File: config.mk
export PLATFORM = sky130hd
export DESIGN_NAME = tsme_front
export DESIGN_NICKNAME = d
export VERILOG_FILES = /design/src/rtl/tsme_pkg.sv /design/src/rtl/tsme_front.sv
export SDC_FILE = /design/constraint.sdc
export NUM_CORES = 1
export LEC_CHECK = 0
export BUFFER_PORTS_ARGS = -buffer_cell sky130_fd_sc_hd__buf_2
export CAP_MARGIN = 10
export CORE_MARGIN = 2
export CORE_UTILIZATION = 31
export DETAILED_ROUTE_END_ITERATION = 6
export PLACE_DENSITY = 0.71
export RECOVER_POWER = 100
export SYNTH_ARGS = -nofsm -noshare
export SYNTH_HDL_FRONTEND = slang
export SYNTH_SLANG_ARGS = --single-unit
File: constraint.sdc
create_clock -name clk -period 4.8 [get_ports clk]
set_input_delay 0.24 -clock clk [delete_from_list [all_inputs] [get_ports clk]]
set_output_delay 0.24 -clock clk [all_outputs]
set_load 0.005 [all_outputs]
File: src/rtl/tsme_pkg.sv
`timescale 1ns / 1ps
// ----------------------------------------------------------------------------
// tsme_pkg
// Shared constants, types and the Hann weight table of the soft mask estimator.
// ----------------------------------------------------------------------------
package tsme_pkg;

	localparam int unsigned HISTORY  = 8;
	localparam int unsigned MAX_BINS = 1024;
	localparam int unsigned SLOT_W   = $clog2(HISTORY);
	localparam int unsigned BIN_W    = $clog2(MAX_BINS);
	localparam int unsigned HIST_N   = HISTORY - 1;

	localparam int unsigned SAMP_W  = 24;
	localparam int unsigned RES_W   = 25;
	localparam int unsigned MASK_W  = 17;
	localparam int unsigned WGT_W   = 17;
	localparam int unsigned SQ_W    = 50;
	localparam int unsigned ACC_W   = 72;
	localparam int unsigned NORM_W  = 47;
	localparam int unsigned REM_W   = 49;
	localparam int unsigned QBITS   = 17;

	localparam longint unsigned PI_Q30 = 64'd3373259426;
	localparam int unsigned EPS_Q56 = 72;
	localparam longint unsigned TAYLOR_DEN [6] = '{6, 20, 42, 72, 110, 156};

	typedef logic [SLOT_W-1:0] slot_t;
	typedef logic [BIN_W-1:0]  bin_t;

	typedef struct packed {
		logic signed [RES_W-1:0]  res_re;
		logic signed [RES_W-1:0]  res_im;
		logic signed [SAMP_W-1:0] msk_re;
		logic signed [SAMP_W-1:0] msk_im;
	} entry_t;

	localparam int unsigned ENTRY_W = $bits(entry_t);
	localparam int unsigned ROW_W   = ENTRY_W * HISTORY;

	typedef entry_t [HISTORY-1:0] row_t;

	// one beat handed from the front end to the back end
	typedef struct packed {
		entry_t ent;
		bin_t   bin;
		slot_t  oldest;
		logic   primed;
		logic   last_bin;
	} item_t;

	typedef logic [WGT_W-1:0] hann_tab_t [HISTORY];

	function automatic logic [WGT_W-1:0] hann_weight(input int unsigned k);
		longint unsigned kr;
		longint unsigned x;
		longint unsigned t;
		longint s;
		longint unsigned sq;
		int i;
		kr = (2 * k > HIST_N) ? longint'(HIST_N - k) : longint'(k);
		x = (PI_Q30 * kr) / HIST_N;
		t = x;
		s = longint'(x);
		for (i = 1; i <= 6; i++) begin
			t = (t * x) >> 30;
			t = ((t * x) >> 30) / TAYLOR_DEN[i-1];
			if (i % 2 == 1) s = s - longint'(t);
			else s = s + longint'(t);
		end
		if (s < 0) s = 0;
		if (s > (longint'(1) << 30)) s = longint'(1) << 30;
		sq = (longint'(s) * longint'(s) + (64'd1 << 43)) >> 44;
		return sq[WGT_W-1:0];
	endfunction

	function automatic hann_tab_t hann_table();
		hann_tab_t tab;
		int k;
		for (k = 0; k < HISTORY; k++) tab[k] = hann_weight(k);
		return tab;
	endfunction

	function automatic longint unsigned hann_sum();
		longint unsigned acc;
		int k;
		acc = 0;
		for (k = 0; k < HISTORY; k++) acc = acc + hann_weight(k);
		return acc;
	endfunction

	localparam hann_tab_t HANN_W = hann_table();
	localparam longint unsigned HANN_TOTAL = hann_sum();
	localparam logic [ACC_W-1:0] EPS_THR = ACC_W'((EPS_Q56 * HANN_TOTAL) >> 10);

	function automatic slot_t slot_add(input slot_t a, input slot_t b);
		logic [SLOT_W:0] s;
		s = {1'b0, a} + {1'b0, b};
		if (s >= (SLOT_W+1)'(HISTORY)) s = s - (SLOT_W+1)'(HISTORY);
		return s[SLOT_W-1:0];
	endfunction

endpackage

File: src/rtl/tsme_front.sv
`timescale 1ns / 1ps
// ----------------------------------------------------------------------------
// tsme_front
// Accepts bins, forms the residual and tracks bin index, slot and priming.
// ----------------------------------------------------------------------------
module tsme_front import tsme_pkg::*; (
	input  logic               clk,
	input  logic               arst_n,
	input  logic               in_valid,
	output logic               in_ready,
	input  logic signed [23:0] mix_re,
	input  logic signed [23:0] mix_im,
	input  logic signed [23:0] masked_re,
	input  logic signed [23:0] masked_im,
	input  logic               last_bin,
	input  logic               q_full,
	output logic               push,
	output item_t              push_item
);

	bin_t  bin_q;
	slot_t oldest_q;
	logic  primed_q;

	assign in_ready = !q_full;
	assign push     = in_valid && in_ready;

	always_comb begin
		push_item.ent.res_re = RES_W'(mix_re) - RES_W'(masked_re);
		push_item.ent.res_im = RES_W'(mix_im) - RES_W'(masked_im);
		push_item.ent.msk_re = masked_re;
		push_item.ent.msk_im = masked_im;
		push_item.bin        = bin_q;
		push_item.oldest     = oldest_q;
		push_item.primed     = primed_q;
		push_item.last_bin   = last_bin;
	end

	always_ff @(posedge clk or negedge arst_n) begin
		if (!arst_n) begin
			bin_q    <= '0;
			oldest_q <= '0;
			primed_q <= 1'b0;
		end else if (push) begin
			if (last_bin) begin
				bin_q    <= '0;
				oldest_q <= slot_add(oldest_q, slot_t'(1));
				primed_q <= 1'b1;
			end else if (bin_q == BIN_W'(MAX_BINS - 1)) begin
				bin_q <= '0;
			end else begin
				bin_q <= bin_q + BIN_W'(1);
			end
		end
	end

endmodule

==> metrics.yaml, run 1 <==
place:
  place_hpwl_um: 8020
  io_buffer_count: 215
  placed_cell_area_mm2: 0.004424
  gp_congestion: 0.9161
global_route:
  grt.overflow.total: 0
  grt_pass1_vias: 3430
  grt.met3_usage: 0.01089
  grt_pass1_wl_um: 15030
  grt_usage: 0.1369
  grt_antenna_before_repair: 0
  use_met1: 0.1800
  grt_max_degree: 15
  grt-busiest-layer: "met2"
  met2_usage: 0.2521
worst_setup_path:
  ff2ff_path_depth: 5
  worstPathMaxFanout: 4
  critPathArrivalTime_ns: 2.92
  worstPathRequired_ns: 4.56
  crit_path_start: "mix_re[0]"
  r2r_end: "bin_q[3]$_DFFE_PN0P_"
  critPathCapture: "push_item[110]"
  startpoint_type: "primary input"
  end_kind: "output pin"
  r2r_slack_ns: 3.20
  reg2reg_from: "bin_q[3]$_DFFE_PN0P_"
  path_class: "primary input to output pin"
cts:
  cts.htree.levels: 1
  cts-resized-gates: 0
  tritoncts: "done"
  clk_pin_slew_ns: 0.04
  cts.sinks: 14
  clockRootBuffer: "clkbuf_16"
  insertion_delay_ns: 0.24
  cts_buffers: 3
  clk_path_buf_depth: 2
logic_synthesis:
  synthesis.area_mm2: 0.003593
  ys_ff_latch: 14
  synth_nets: 643
  ys_seq_area_frac: 0.09749
  yosys_warnings: 0
  syn_inst: 490
  async_reset_ff_frac: 1.000
  syn_avg_cell_area_um2: 7.334
  synth_cell_types: 52
  synth_edf_count: 0
  synth_flop_cell: "dfrtp_1"
route:
  ant_nets: 0
  drt-vias-per-instance: 4.818
  drt-wirelength-per-cell_um: 11.77
  first_pass_iters: 5
  vias: 3811
  wl_um: 9309
  drc_errors: 0
  drt_iter0_drc: 174
timing:
  drv_slew: 0
  hold_slack_ns: 0.3803
  min_period_ns: 3.161
  rsz0062_at_grt: "false"
  final.setup.tns_ns: 0
  hold_violations: 0
  worst_pin_slew_ns: 0.7334
  final.setup_skew_ns: 0.001717
  period_share: 0.6585
  relSlewSlack: 0.5111
  setup_violations: 0
  max_freq_mhz: 316.4
final_layout:
  diodes: 0
  fill_cells: 1252
  area.growth.synth_to_final_pct: 22.60
  final_nets: 803
  drive_gt1_frac: 0.2546
  fin_area_mm2: 0.004405
power_and_ir_drop:
  cellPowerDensity_mw_per_mm2: 197.9
  p_leak_nw: 2.409
  vdd.ir_drop.worst_v: 0.0002651
run_status:
  status: "complete, no violations"
floorplan:
  die_height_um: 111.7
  core-area_mm2: 0.01137
  start_util: 0.3161
  dieWidth_um: 111.7
  ios: 216
  die_area_mm2: 0.01247
  rows: 39
job:
  cap_violations: 0
hold_path:
  hold_class: "primary input to flop"
layout by cell type, fill, tap and decap left out, types with 7 or more instances in the layout:
cell,Yosys,routed
buf_2,0,145
inv_1,63,63
clkbuf_1,10,60
ha_1,50,50
a21oi_1,36,36
nor2_1,33,33
xnor2_1,33,33
nand2_1,27,27
a21o_1,25,25
o21ai_0,18,21
nand3_1,16,16
dfrtp_1,14,14
xor2_1,13,13
clkbuf_2,0,10
o21bai_1,9,9
a31oi_1,9,9
nand2b_1,8,8
nor2b_1,7,7
nor3_1,7,7
worst min-delay path by stage:
stage / cells past startpoint / start / to / slack [ns]
after floorplan: 0 / arst_n / bin_q[0]$_DFFE_PN0P_ / -0.06
after CTS: 2 / last_bin / bin_q[2]$_DFFE_PN0P_ / 0.30
final: 2 / last_bin / bin_q[2]$_DFFE_PN0P_ / 0.38
after detailed placement: 1 / arst_n / primed_q$_DFFE_PN0P_ / 0.15
after global routing: 2 / last_bin / bin_q[2]$_DFFE_PN0P_ / 0.41
after global placement: 1 / arst_n / oldest_q[1]$_DFFE_PN0P_ / 0.15
cell families (layout without fill, tap and decap cells):
logic type,after synthesis,in the layout,share of synthesized area
buffers and inverters,125,283,0.1849
flip-flops,14,14,0.09749
multiplexers,3,3,0.009053
AND/OR/NAND/NOR,117,117,0.1577
XOR/XNOR,46,46,0.1121
adder cells (fa/ha/maj),52,52,0.1852
AO/OA/AOI/OAI,133,133,0.2535
cell type report:
class                   count  area [um^2]  share of cell area
inverters                  64        240.2             0.05453
multi-input cells         351         2550              0.5788
clock buffers               3        75.07             0.01704
flip-flops and latches     14        350.3             0.07952
well taps                 143        178.9             0.04061
repair buffers            216         1011              0.2295
metrics by stage:
step                setup slack, ns  power (mW)    util  std cells
floorplan                     2.370      0.5357       -        490
global placement              1.987      0.7389  0.3891        787
detailed placement            1.903      0.7419  0.3891        787
CTS                           1.895      0.8983  0.3966        791
global route                  1.438      0.9492  0.3875        791
finish                        1.639      0.8719  0.3875        791
power breakdown:
group,switching [mW],internal [mW]
clock,0.0433,0.109
combinational,0.293,0.269
sequential,0.0198,0.139
what timing repair did:
item	4_1_cts	5_1_grt
endpoints found under the setup margin	0	0
endpoints found under the hold margin	14	0
hold buffers	1	0
setup buffers	0	0
sequential cells by signal (all words and copies together), names as in the netlist:
name,count
primed_q,1
bin_q,10
oldest_q,3
critical path: stages:
cell	delay (ns)
buf_2	0.07
inv_1	0.03
ha_1	0.21
fa_1	0.40
nor2b_1	0.17
o211ai_1	0.12
a21oi_1	0.29
a41oi_1	0.19
o21ai_0	0.50
o21ba_1	0.22
nor4_1	0.07
nor4_2	0.25
clkbuf_2	0.16
per-layer routing:
layer	share of wire	routed length, um
met2	0.49	4573
met4	0.0020	19
met3	0.052	487
met1	0.45	4229
met5	0	0
cell usage after synthesis (8+ instances only):
cell type,count,share of area
a21o_1,25,0.052
a21oi_1,36,0.050
a31oi_1,9,0.016
buf_4,50,0.10
clkbuf_1,10,0.010
dfrtp_1,14,0.097
ha_1,50,0.17
inv_1,63,0.066
nand2_1,27,0.028
nand2b_1,8,0.014
nand3_1,16,0.022
nor2_1,33,0.034
o21ai_0,18,0.025
o21bai_1,9,0.019
xnor2_1,33,0.080
xor2_1,13,0.032
Note: power is estimated with default switching activity, not from simulation.
==> inputs of run 2 (changes only) <==
- clock period: 4.8 -> 3.2 ns (I/O delays scaled with it)
==> metrics.yaml, run 2 (synthesis gave the netlist of run 1 again) <==
cts:
  clk_path_buf_depth: 2
  insertion_delay_ns: 0.24
  clk_pin_slew_ns: 0.04
  clockRootBuffer: "clkbuf_16"
  cts_buffers: 3
  cts.htree.levels: 1
  tritoncts: "done"
  cts-resized-gates: 0
  cts.sinks: 14
hold_path:
  min_path_cells: 2
  hold_class: "primary input to flop"
  hold_start: "last_bin"
  hold_end: "bin_q[6]$_DFFE_PN0P_"
timing:
  relSlewSlack: 0.5133
  final.setup_skew_ns: 0.0006732
  max_freq_mhz: 362.0
  min_period_ns: 2.763
  hold_slack_ns: 0.2988
  drv_slew: 0
  rsz0062_at_grt: "false"
  setup_ws_ns: 0.4372
  setup_violations: 0
  worst_pin_slew_ns: 0.7301
  final.setup.tns_ns: 0
  period_share: 0.8634
  hold_violations: 0
place:
  io_buffer_count: 215
  place_hpwl_um: 7959
  place_ws_ns: 0.5148
  gp_congestion: 0.9161
  placed_cell_area_mm2: 0.004424
  placed_cells: 787
run_status:
  status: "complete, no violations"
worst_setup_path:
  crit_chain: "buf_2 > inv_1 > ha_1 > a21o_1 > a31oi_1 > o21ai_0 > a22o_4 > o41ai_1 > o21bai_1 > a221oi_1 > xnor2_1 > buf_2"
  worstPathRequired_ns: 3.04
  end_kind: "output pin"
  worstPathMaxFanout: 5
  ff2ff_path_depth: 5
  slowest_stage: "ha_1"
  r2r_slack_ns: 1.60
  path_class: "primary input to output pin"
  r2r_end: "bin_q[3]$_DFFE_PN0P_"
  startpoint_type: "primary input"
  reg2reg_from: "bin_q[3]$_DFFE_PN0P_"
  slowest_delay_ns: 0.34
  critPathArrivalTime_ns: 2.60
  cpMostUsedCell: "buf_2"
floorplan:
  start_util: 0.3161
  die_height_um: 111.7
  ios: 216
  core-area_mm2: 0.01137
  rows: 39
  die_area_mm2: 0.01247
  dieWidth_um: 111.7
route:
  drt_iter0_drc: 127
  drc_errors: 0
  vias: 3745
  first_pass_iters: 4
  drt-wirelength-per-cell_um: 11.60
  wl_um: 9191
  ant_nets: 0
  drt-vias-per-instance: 4.729
final_layout:
  drive_gt1_frac: 0.2558
  largest-register: "bin_q"
  layout_common_cells: "148 x buf_2, 63 x inv_1, 61 x clkbuf_1"
  postLayoutCoreUtil: 0.3889
  final_cells: 792
  area.growth.synth_to_final_pct: 23.05
  largest_reg_flops: 10
  final_common_cell: "buf_2"
  top_regs: "bin_q x10, oldest_q x3, primed_q x1"
  fin_area_mm2: 0.004422
  final_nets: 803
  diodes: 0
power_and_ir_drop:
  p_leak_nw: 2.414
  p_total_mw: 1.333
  vdd.ir_drop.worst_v: 0.0004519
  cellPowerDensity_mw_per_mm2: 301.5
global_route:
  grt_max_degree: 15
  grt_pass1_wl_um: 14810
  grt_usage: 0.1343
  grt_pass1_vias: 3389
  grt.overflow.total: 0
  grt_antenna_before_repair: 0
job:
  cap_violations: 0
run 2: cell count changes in the layout (fill, tap and decap cells not counted):
cell      before  now
clkbuf_1      60   61
buf_2        145  148
o21ai_0       21   20
clkbuf_2      10    6
o21ai_2        0    1
clkbuf_8       0    1
run 2: cell type report:
cell class	count	area, um^2
sequential	14	350.3
clock buffer	4	88.84
fill	1229	6948
tap	143	178.9
timing repair buffer	216	1010
multi-input combinational	351	2554
inverter	64	240.2
run 2: repair_timing:
| item | in CTS | in global routing |
|---|---|---|
| buffers inserted | 0 | 0 |
| hold buffers | 1 | 0 |
| endpoints found under the setup margin | 0 | 0 |
| hold endpoints to repair | 14 | 0 |
run 2: metal layers:
metal	GRT usage	wire length, um	up-vias
met5	0	0	-
met4	0.01646	22	0
met3	0.01252	371	4
met2	0.2481	4460	82
met1	0.1739	4337	1696
li1	-	-	1963
run 2: report_power, final:
group	total (mW)	switching, mW	internal [mW]
clock network	0.255	0.0665	0.189
registers	0.239	0.0308	0.208
logic	0.839	0.437	0.402
run 2: worst max path at each step:
stage,startpoint,to
2_1_floorplan,mix_re[0],push_item[110]
3_3_place_gp,mix_re[0],push_item[110]
3_5_place_dp,mix_re[0],push_item[110]
4_1_cts,mix_re[0],push_item[110]
5_1_grt,mix_re[0],push_item[110]
6_report,masked_re[4],push_item[105]
run 2: worst max-delay path: cells and delay by family:
family          cells  cell delay, ns
compound gates      7            1.69
xor+xnor            1            0.16
fa+ha+maj           1            0.34
buf+inv             3            0.26
