File: config.mk
export PLATFORM = sky130hd
export DESIGN_NAME = tsme_fifo
export DESIGN_NICKNAME = d
export VERILOG_FILES = /design/src/rtl/tsme_pkg.sv /design/src/rtl/tsme_fifo.sv
export SDC_FILE = /design/constraint.sdc
export NUM_CORES = 1
export LEC_CHECK = 0
export ABC_AREA = 1
export BUFFER_PORTS_ARGS = -buffer_cell sky130_fd_sc_hd__buf_2
export CORE_UTILIZATION = 40
export CTS_BUF_LIST = sky130_fd_sc_hd__clkbuf_16
export DETAILED_ROUTE_END_ITERATION = 12
export SLEW_MARGIN = 15
export SYNTH_ARGS = -nofsm -noshare
export SYNTH_HDL_FRONTEND = slang
export SYNTH_SLANG_ARGS = --single-unit
File: constraint.sdc
create_clock -name clk -period 11.95 [get_ports clk]
set_input_delay 1.7925 -clock clk [delete_from_list [all_inputs] [get_ports clk]]
set_output_delay 1.7925 -clock clk [all_outputs]
set_load 0.02 [all_outputs]
File: src/rtl/tsme_pkg.sv
`timescale 1ns / 1ps
// ----------------------------------------------------------------------------
// tsme_pkg
// Shared constants, types and the Hann weight table of the soft mask estimator.
// ----------------------------------------------------------------------------
package tsme_pkg;

	localparam int unsigned HISTORY  = 8;
	localparam int unsigned MAX_BINS = 1024;
	localparam int unsigned SLOT_W   = $clog2(HISTORY);
	localparam int unsigned BIN_W    = $clog2(MAX_BINS);
	localparam int unsigned HIST_N   = HISTORY - 1;

	localparam int unsigned SAMP_W  = 24;
	localparam int unsigned RES_W   = 25;
	localparam int unsigned MASK_W  = 17;
	localparam int unsigned WGT_W   = 17;
	localparam int unsigned SQ_W    = 50;
	localparam int unsigned ACC_W   = 72;
	localparam int unsigned NORM_W  = 47;
	localparam int unsigned REM_W   = 49;
	localparam int unsigned QBITS   = 17;

	localparam longint unsigned PI_Q30 = 64'd3373259426;
	localparam int unsigned EPS_Q56 = 72;
	localparam longint unsigned TAYLOR_DEN [6] = '{6, 20, 42, 72, 110, 156};

	typedef logic [SLOT_W-1:0] slot_t;
	typedef logic [BIN_W-1:0]  bin_t;

	typedef struct packed {
		logic signed [RES_W-1:0]  res_re;
		logic signed [RES_W-1:0]  res_im;
		logic signed [SAMP_W-1:0] msk_re;
		logic signed [SAMP_W-1:0] msk_im;
	} entry_t;

	localparam int unsigned ENTRY_W = $bits(entry_t);
	localparam int unsigned ROW_W   = ENTRY_W * HISTORY;

	typedef entry_t [HISTORY-1:0] row_t;

	// one beat handed from the front end to the back end
	typedef struct packed {
		entry_t ent;
		bin_t   bin;
		slot_t  oldest;
		logic   primed;
		logic   last_bin;
	} item_t;

	typedef logic [WGT_W-1:0] hann_tab_t [HISTORY];

	function automatic logic [WGT_W-1:0] hann_weight(input int unsigned k);
		longint unsigned kr;
		longint unsigned x;
		longint unsigned t;
		longint s;
		longint unsigned sq;
		int i;
		kr = (2 * k > HIST_N) ? longint'(HIST_N - k) : longint'(k);
		x = (PI_Q30 * kr) / HIST_N;
		t = x;
		s = longint'(x);
		for (i = 1; i <= 6; i++) begin
			t = (t * x) >> 30;
			t = ((t * x) >> 30) / TAYLOR_DEN[i-1];
			if (i % 2 == 1) s = s - longint'(t);
			else s = s + longint'(t);
		end
		if (s < 0) s = 0;
		if (s > (longint'(1) << 30)) s = longint'(1) << 30;
		sq = (longint'(s) * longint'(s) + (64'd1 << 43)) >> 44;
		return sq[WGT_W-1:0];
	endfunction

	function automatic hann_tab_t hann_table();
		hann_tab_t tab;
		int k;
		for (k = 0; k < HISTORY; k++) tab[k] = hann_weight(k);
		return tab;
	endfunction

	function automatic longint unsigned hann_sum();
		longint unsigned acc;
		int k;
		acc = 0;
		for (k = 0; k < HISTORY; k++) acc = acc + hann_weight(k);
		return acc;
	endfunction

	localparam hann_tab_t HANN_W = hann_table();
	localparam longint unsigned HANN_TOTAL = hann_sum();
	localparam logic [ACC_W-1:0] EPS_THR = ACC_W'((EPS_Q56 * HANN_TOTAL) >> 10);

	function automatic slot_t slot_add(input slot_t a, input slot_t b);
		logic [SLOT_W:0] s;
		s = {1'b0, a} + {1'b0, b};
		if (s >= (SLOT_W+1)'(HISTORY)) s = s - (SLOT_W+1)'(HISTORY);
		return s[SLOT_W-1:0];
	endfunction

endpackage

File: src/rtl/tsme_fifo.sv
`timescale 1ns / 1ps
// ----------------------------------------------------------------------------
// tsme_fifo
// Two-entry queue between the front end and the back end.
// ----------------------------------------------------------------------------
module tsme_fifo import tsme_pkg::*; (
	input  logic  clk,
	input  logic  arst_n,
	input  logic  push,
	input  item_t push_item,
	output logic  full,
	input  logic  pop,
	output logic  not_empty,
	output item_t head
);

	item_t      slots_q [2];
	logic       wptr_q;
	logic       rptr_q;
	logic [1:0] count_q;

	assign full      = (count_q == 2'd2);
	assign not_empty = (count_q != 2'd0);
	assign head      = slots_q[rptr_q];

	always_ff @(posedge clk or negedge arst_n) begin
		if (!arst_n) begin
			wptr_q  <= 1'b0;
			rptr_q  <= 1'b0;
			count_q <= 2'd0;
		end else begin
			if (push) wptr_q <= ~wptr_q;
			if (pop) rptr_q <= ~rptr_q;
			unique case ({push, pop})
				2'b10:   count_q <= count_q + 2'd1;
				2'b01:   count_q <= count_q - 2'd1;
				default: count_q <= count_q;
			endcase
		end
	end

	always_ff @(posedge clk) begin
		if (push) slots_q[wptr_q] <= push_item;
	end

endmodule

==> results of run 1 <==
-- through the flow --
step / setup WS, ns / std cells / area (sq um) / hold WS (ns) / utilization [%]
floorplan: 4.78 / 614 / 8760 / 0.442 / -
global route: 7.15 / 1145 / 10900 / 0.520 / 51.5
detailed placement: 7.81 / 1100 / 10100 / 0.473 / 47.8
finish: 7.40 / 1146 / 10900 / 0.487 / 51.5
global placement: 7.93 / 1100 / 10100 / 0.465 / 47.8
CTS: 7.28 / 1144 / 10900 / 0.487 / 51.4
-- synth_stat cells --
library cell | n | area share, %
edfxtp_1 | 226 | 77
buf_2 | 19 | 1.1
ha_1 | 1 | 0.14
nand2_2 | 30 | 2.1
nand2_1 | 89 | 3.8
nand4_1 | 1 | 0.071
o21ai_0 | 83 | 4.7
xnor2_1 | 1 | 0.10
inv_1 | 119 | 5.1
buf_8 | 3 | 0.51
o21ai_2 | 30 | 3.0
dfrtp_1 | 4 | 1.1
xor2_1 | 2 | 0.20
nor2_1 | 2 | 0.086
nand3_1 | 1 | 0.057
buf_4 | 2 | 0.17
buf_6 | 1 | 0.13
-- sequential cells by signal, summed over array words and instances, names as in the netlist --
| name | count |
|---|---|
| rptr_q | 1 |
| wptr_q | 1 |
| count_q | 2 |
| slots_q | 226 |
-- tightest hold or removal path, stage by stage, from the launching register on --
cell,delay (ns)
dfrtp_1,0.35
nand2_1,0.06
nand2_1,0.05
-- power groups by stage --
stage	clock, mW	sequential (mW)	combinational (mW)
finish	0.709	1.15	0.866
global route	0.756	1.17	0.957
CTS	0.733	1.15	0.886
detailed placement	0	1.17	0.883
global placement	0	1.17	0.876
floorplan	0	1.14	0.644
-- cell families after synthesis --
family,Yosys count,share of synthesized area [%]
AOI/OAI and AO/OA,113,7.74
adders and majority gates,1,0.143
and+or+nand+nor,123,6.17
buffers and inverters,144,7.00
xor gates and xnor gates,3,0.300
DFF,230,78.6
-- final timing paths --
check,to,slack (ns),depth (start not counted)
min in group asynchronous,wptr_q$_DFFE_PN0P_,1.09,1
setup reg to reg,slots_q[0][23]$_DFFE_PP_,9.62,3
setup / recovery,head[0],7.40,3
max in group asynchronous,rptr_q$_DFFE_PN0P_,10.71,1
hold / removal,count_q[1]$_DFFE_PN0P_,0.49,2
hold reg to reg,count_q[1]$_DFFE_PN0P_,0.49,2
-- layer usage --
| metal | vias up | GRT usage, % | share of wire (%) |
|---|---|---|---|
| met4 | 0 | 4.80 | 3.4 |
| met1 | 2270 | 16.6 | 41 |
| li1 | 2554 | - | - |
| met5 | - | 0 | 0 |
| met2 | 155 | 23.1 | 49 |
| met3 | 32 | 3.90 | 7.0 |
-- layout make-up --
type	instances	share of cell area, %
inverters	119	4.11
multi-input cells	240	11.6
diodes	2	0.0458
well taps	275	3.15
clock inverters	20	1.59
clock buffers	24	5.50
repair buffers	236	10.9
flip-flops and latches	230	63.1
==> results.toml, run 1 <==
[global_routing]
overflow = 0
grt_pass1_wl_um = 23500
grt_max_degree = 82
grt_pass1_vias = 4619
grt.total_usage_pct = 13.6
antenna_found_initial = 2

[yosys]
synthCells = 614
avgSynthCellArea_sq_um = 14.3
yosys_warnings = 0
syn_nets = 732
seq_area_frac_synth_pct = 78.6
synth.distinct_cells = 17
syn_area_sq_um = 8760
ys_seq_elements = 230

[timing]
final.setup_skew_ns = 0.0129
fin_tns_setup_ns = 0
rsz0062_at_grt = "no"
period_share_pct = 38.1
min_period_ns = 4.55
finalSetupViolCount = 0
fmax_mhz = 220
maxSlewViolCount = 0
maxSlewHeadroom_pct = 32.2
worst_pin_slew_ns = 1.02
hold_viol_final = 0

[routing]
drt-total-wl_um = 15800
drcViolationCount = 0
via_count = 5011
wl_per_cell_um = 13.8
dr.pass1.iters = 4
drtAntennaViolNets = 0
drt_iter0_drc = 215
vias_per_cell = 4.37

[finish]
nets = 969
seq_area_sq_um = 6890
drive_gt1_share_pct = 38.3
synthToLayoutAreaGrowth_pct = 24.7
n_fill_cell = 1855
layout_commonest_cell = "buf_2"
final_cell_mix = "buf_2, edfxtp_1, inv_1"
multiInputGateArea_sq_um = 1260

[clock_tree]
numCtsBuffers = 24
clk_pin_slew_ns = 0.05
htreeDepth = 1
clock-sinks = 230
cts_hold_buf = 0
clk_latency_ns = 0.51
cts_resized = 0
clock_path_buffers = 3
ctsRootBufferMaster = "clkbuf_16"
post_cts_buffers = 0
cts_tree = "built"

[setup_path]
path_delay_family = "buffers and inverters"
critPathRequiredTime_ns = 10.16
crit_start = "rptr_q$_DFFE_PN0P_"
crit_chain = "buf_4 > o21ai_0 > buf_2"
path_class = "reg -> out"
worst-path-buf-inv = 2
max_stage_delay_ns = 0.96
start_kind = "flop"
r2r-start = "wptr_q$_DFFE_PN0P_"
crit_path_top_delay_cell = "dfrtp_4"
endpoint_kind = "output port"
cp_max_fo = 76
arrival_ns = 2.76

[power_and_ir_drop]
p_seq_share_pct = 42.2
leakage_nw = 4.66
p_total_mw = 2.72
p_sw_mw = 0.969
comb_power_share_pct = 31.8
swShare_pct = 35.6
vdd_drop_max_uv = 141
p_per_area_nw_per_um2 = 249
p_clk_share_pct = 26.0
p_int_mw = 1.76

[die]
die-width_um = 150
io_pins = 232
core_sq_um = 21200
die_h_um = 150
initial_core_util_pct = 41.3
dieArea_sq_um = 22500
rows = 53

[hold_path]
hold_class = "reg -> reg"
hp-start = "count_q[1]$_DFFE_PN0P_"

[status]
status = "finished clean"

[place]
io_buffers = 231
dp_hpwl_um = 10300
place_congestion = 0.743

[run]
maxCapViolations = 0
No activity file was read; power rests on OpenSTA's default activity.
==> inputs of run 2 (changes only) <==
--- a/config.mk
+++ b/config.mk
@@ -10,6 +10,7 @@
 export CORE_UTILIZATION = 40
 export CTS_BUF_LIST = sky130_fd_sc_hd__clkbuf_16
 export DETAILED_ROUTE_END_ITERATION = 12
+export PLACE_DENSITY = 0.66
 export SLEW_MARGIN = 15
 export SYNTH_ARGS = -nofsm -noshare
 export SYNTH_HDL_FRONTEND = slang
==> constraint.sdc (replaced) <==
create_clock -name clk -period 4.15 [get_ports clk]
set_input_delay 0.6225 -clock clk [delete_from_list [all_inputs] [get_ports clk]]
set_output_delay 0.6225 -clock clk [all_outputs]
set_load 0.02 [all_outputs]
==> run 2 against run 1 <==
Routed wire length is 1.9% higher. Die area stayed put. Sequential power grew to 2.9 times the previous value. Non-clock buffer count is 4 higher. Largest power group unchanged. Highest routed layer unchanged.
==> results.toml, run 2 (synthesis gave the netlist of run 1 again) <==
[status]
status = "finished clean"

[finish]
layout_commonest_cell = "buf_2"
drive_gt1_share_pct = 38.4
nets = 973
synthToLayoutAreaGrowth_pct = 25.2
final_cell_mix = "buf_2, edfxtp_1, inv_1"
top_register = "slots_q"
reg_top3 = "slots_q x226, count_q x2"
n_fill_cell = 1849
largest_reg_flops = 226
seq_area_sq_um = 6890
multiInputGateArea_sq_um = 1260

[clock_tree]
post_cts_buffers = 0
clock_path_buffers = 3
clk_pin_slew_ns = 0.06
clk_latency_ns = 0.50
numCtsBuffers = 24
clock-sinks = 230
ctsRootBufferMaster = "clkbuf_16"
cts_tree = "built"
htreeDepth = 1

[timing]
period_share_pct = 70.0
hold_viol_final = 0
fin_tns_setup_ns = 0
finalSetupViolCount = 0
maxSlewHeadroom_pct = 39.8
min_period_ns = 2.90
worst_pin_slew_ns = 0.903
rsz0062_at_grt = "no"
fmax_mhz = 344
setup_slack_ns = 1.25
final.setup_skew_ns = 0.0116
maxSlewViolCount = 0

[setup_path]
start_kind = "flop"
endpoint_kind = "output port"
cp_max_fo = 52
path_class = "reg -> out"
arrival_ns = 2.28
critPathRequiredTime_ns = 3.53

[place]
dp_hpwl_um = 10200
dp_slack_ns = 1.76
place_congestion = 0.721
io_buffers = 231

[global_routing]
grt.total_usage_pct = 13.8
antenna_found_initial = 1
grt_pass1_wl_um = 24200
overflow = 0
grt_pass1_vias = 4934
grt_max_degree = 74

[routing]
dr.pass1.iters = 4
drtAntennaViolNets = 0
wl_per_cell_um = 14.0
vias_per_cell = 4.50
drcViolationCount = 0
via_count = 5169
drt_iter0_drc = 223
drt-total-wl_um = 16100

[power_and_ir_drop]
p_per_area_nw_per_um2 = 719
vdd_drop_max_uv = 380
leakage_nw = 4.68

[die]
die_h_um = 150
initial_core_util_pct = 41.3
rows = 53
io_pins = 232
dieArea_sq_um = 22500
core_sq_um = 21200
die-width_um = 150

[run]
maxCapViolations = 0

[hold_path]
hold_class = "in -> reg"
run 2: cell types whose count changed in the layout (fill, tap and decap cells not counted), sizes merged:
cell / delta
buf: +3
bufinv: -1
clkbuf: +1
clkinv: -1
clkinvlp: +1
diode: -1
dlygate4sd3: +1
run 2: critical path, stage by stage, from the launching register on:
cell	delay, ns
dfrtp_4	0.87
buf_4	0.47
nand2_1	0.12
o21ai_0	0.09
buf_2	0.19
run 2: timing repair:
action                                  4_1_cts  5_1_grt
hold buffers                                  1        0
endpoints found under the setup margin        0        0
gates resized for setup                       0        0
endpoints found under the hold margin         4        0
run 2: per-layer routing:
metal	wire [um]	vias to the layer above	GRT usage, %	share of wire, %
li1	-	2562	-	-
met1	6500	2412	16.5	40
met2	7770	164	23.1	48
met3	1460	31	5.18	9.1
met4	340	0	4.49	2.1
met5	0	-	0	0
run 2: per-stage QoR:
| step | util [%] | instances | hold WS [ns] | power, mW | cell area [sq um] |
|---|---|---|---|---|---|
| after floorplan | - | 614 | 0.327 | 5.12 | 8760 |
| after global placement | 48.0 | 1103 | 0.441 | 5.91 | 10200 |
| after global routing | 51.6 | 1148 | 0.273 | 8.34 | 11000 |
| after CTS | 51.6 | 1148 | 0.274 | 8.00 | 11000 |
| after detailed placement | 48.0 | 1103 | 0.440 | 5.96 | 10200 |
| final | 51.7 | 1149 | 0.303 | 7.88 | 11000 |
run 2: final timing paths:
kind,from,slack (ns),endpoint,cells past startpoint
max,rptr_q$_DFFE_PN0P_,1.25,head[109],4
min reg2reg,count_q[1]$_DFFE_PN0P_,0.48,count_q[1]$_DFFE_PN0P_,2
max in group asynchronous,arst_n,3.53,rptr_q$_DFFE_PN0P_,2
max reg2reg,wptr_q$_DFFE_PN0P_,2.27,slots_q[1][79]$_DFFE_PP_,3
min in group asynchronous,arst_n,0.47,count_q[1]$_DFFE_PN0P_,2
min,push_item[48],0.30,slots_q[1][48]$_DFFE_PP_,1
run 2: area by class of cell:
| cell class | instances | share of cell area (%) |
|---|---|---|
| sequential | 230 | 62.9 |
| multi-input combinational | 240 | 11.5 |
| timing repair buffer | 240 | 11.4 |
| clock buffer | 25 | 5.71 |
| inverter | 119 | 4.10 |
| tap | 275 | 3.14 |
| clock inverter | 19 | 1.22 |
| antenna | 1 | 0.0228 |
run 2: where the power goes:
| group | leakage, nW | switching, mW | total, mW | internal [mW] |
|---|---|---|---|---|
| logic | 2.11 | 1.80 | 2.56 | 0.764 |
| clock network | 0.400 | 0.822 | 2.03 | 1.21 |
| registers | 2.17 | 0.204 | 3.29 | 3.09 |
==> inputs of run 3 (changes only) <==
==> constraint.sdc (replaced) <==
create_clock -name clk -period 2.45 [get_ports clk]
set_input_delay 0.3675 -clock clk [delete_from_list [all_inputs] [get_ports clk]]
set_output_delay 0.3675 -clock clk [all_outputs]
set_load 0.02 [all_outputs]
==> run 3 against run 2 <==
Sequential share of layout area down 1.0 points. Largest cell class unchanged. Critical path depth down 1. Routed wire length up 2.7%. Highest routed layer is now met5.
==> results.toml, run 3 (synthesis gave the netlist of run 1 again) <==
[finish]
drive_gt1_share_pct = 39.2
top_register = "slots_q"
seq_area_sq_um = 6890
synthToLayoutAreaGrowth_pct = 27.2
n_fill_cell = 1808
layout_commonest_cell = "buf_2"
multiInputGateArea_sq_um = 1270
nets = 979
reg_top3 = "slots_q x226, count_q x2"
largest_reg_flops = 226
final_cell_mix = "buf_2, edfxtp_1, inv_1"
fin_util_pct = 52.5

[timing]
finalSetupViolCount = 0
fmax_mhz = 453
rsz0062_at_grt = "no"
maxSlewViolCount = 0
setup_slack_ns = 0.241
worst_pin_slew_ns = 0.430
hold_viol_final = 0
maxSlewHeadroom_pct = 71.2
final.setup_skew_ns = 0.00536
period_share_pct = 90.2
min_period_ns = 2.21

[die]
die_h_um = 150
dieArea_sq_um = 22500
io_pins = 232
core_sq_um = 21200
rows = 53
die-width_um = 150
initial_core_util_pct = 41.3

[power_and_ir_drop]
p_total_mw = 13.8
swShare_pct = 35.1
p_seq_share_pct = 39.5
p_int_mw = 8.94
p_clk_share_pct = 26.8
vdd_drop_max_uv = 641
comb_power_share_pct = 33.7
leakage_nw = 4.73
p_sw_mw = 4.84
p_per_area_nw_per_um2 = 1240

[clock_tree]
cts_tree = "built"
ctsRootBufferMaster = "clkbuf_16"
clock_path_buffers = 3
clk_latency_ns = 0.50
numCtsBuffers = 25
post_cts_buffers = 0
clock-sinks = 230
clk_pin_slew_ns = 0.06
htreeDepth = 1

[global_routing]
grt_pass1_wl_um = 24900
grt.total_usage_pct = 14.3
overflow = 0
antenna_found_initial = 3
grt_pass1_vias = 5073
grt_max_degree = 80

[routing]
drt-total-wl_um = 16500
vias_per_cell = 4.44
via_count = 5132
drt_iter0_drc = 234
wl_per_cell_um = 14.3
drcViolationCount = 0
drtAntennaViolNets = 0
dr.pass1.iters = 4

[place]
dp_hpwl_um = 10900
dp_slack_ns = 0.721
io_buffers = 231
place_congestion = 0.788

[setup_path]
cp_max_fo = 79
critPathRequiredTime_ns = 2.08
crit_path_top_delay_cell = "dfrtp_4"
endpoint_kind = "output port"
start_kind = "flop"
crit_chain = "buf_12 > o21ai_0 > buf_2"
path_class = "reg -> out"
arrival_ns = 1.84
max_stage_delay_ns = 0.55

[hold_path]
hold_class = "in -> reg"

[run]
maxCapViolations = 0

[status]
status = "finished clean"
-- run 3: cell types whose count changed in the layout (fill, tap and decap cells not counted), moves of 2 or more --
cell,delta
buf_12,+6
inv_1,-5
bufinv_16,+2
clkinv_1,+2
clkinvlp_4,+2
-- run 3: critical path, delay by kind of cell, from the launching register on --
kind | cells | cell delay (ns)
compound gates | 1 | 0.31
flops | 1 | 0.55
buf+inv | 2 | 0.46
-- run 3: final cells by class --
class	instances	share of cell area (%)
repair buffers	245	12.2
clock buffers	25	5.62
flip-flops and latches	230	61.8
multi-input cells	240	11.4
clock inverters	20	1.74
diodes	2	0.0449
inverters	119	4.04
well taps	275	3.09
-- run 3: through the flow --
stage / instances / hold WS, ns / setup TNS, ns / instance area (sq um)
3_3_place_gp: 1108 / 0.182 / 0 / 10300
5_1_grt: 1155 / 0.0269 / 0 / 11100
3_5_place_dp: 1108 / 0.184 / 0 / 10300
6_report: 1156 / 0.0538 / 0 / 11100
4_1_cts: 1154 / 0.0274 / 0 / 11100
2_1_floorplan: 614 / 0.0719 / -18.67 / 8770
-- run 3: path summary, 6_finish.rpt --
check	from	endpoint	slack (ns)	cells after the start
worst max-delay path	rptr_q$_DFFE_PN0P_	head[40]	0.24	3
min in group asynchronous	arst_n	wptr_q$_DFFE_PN0P_	0.24	2
worst min register to register	count_q[1]$_DFFE_PN0P_	count_q[1]$_DFFE_PN0P_	0.47	2
worst max register to register	wptr_q$_DFFE_PN0P_	slots_q[0][31]$_DFFE_PP_	0.93	2
worst min-delay path	push_item[33]	slots_q[1][33]$_DFFE_PP_	0.05	1
max in group asynchronous	arst_n	rptr_q$_DFFE_PN0P_	2.06	2
-- run 3: what timing repair did --
action                    4_1_cts  5_1_grt
gates resized for setup         0        0
hold endpoints to repair        4        0
hold buffers                    1        0
-- run 3: power by group through the flow --
stage               combinational [mW]  sequential (mW)  clock (mW)
global placement                  4.68             5.51           0
CTS                               4.75             5.45        3.79
floorplan                         3.15             5.49           0
finish                            4.64             5.45        3.69
detailed placement                4.73             5.53           0
global route                      5.12             5.51        3.94
-- run 3: per-layer routing --
layer | global-route usage (%) | share of wire (%)
met3 | 5.18 | 9.0
met1 | 16.2 | 39
met2 | 25.7 | 51
met4 | 3.23 | 1.2
met5 | 0 | 0.079
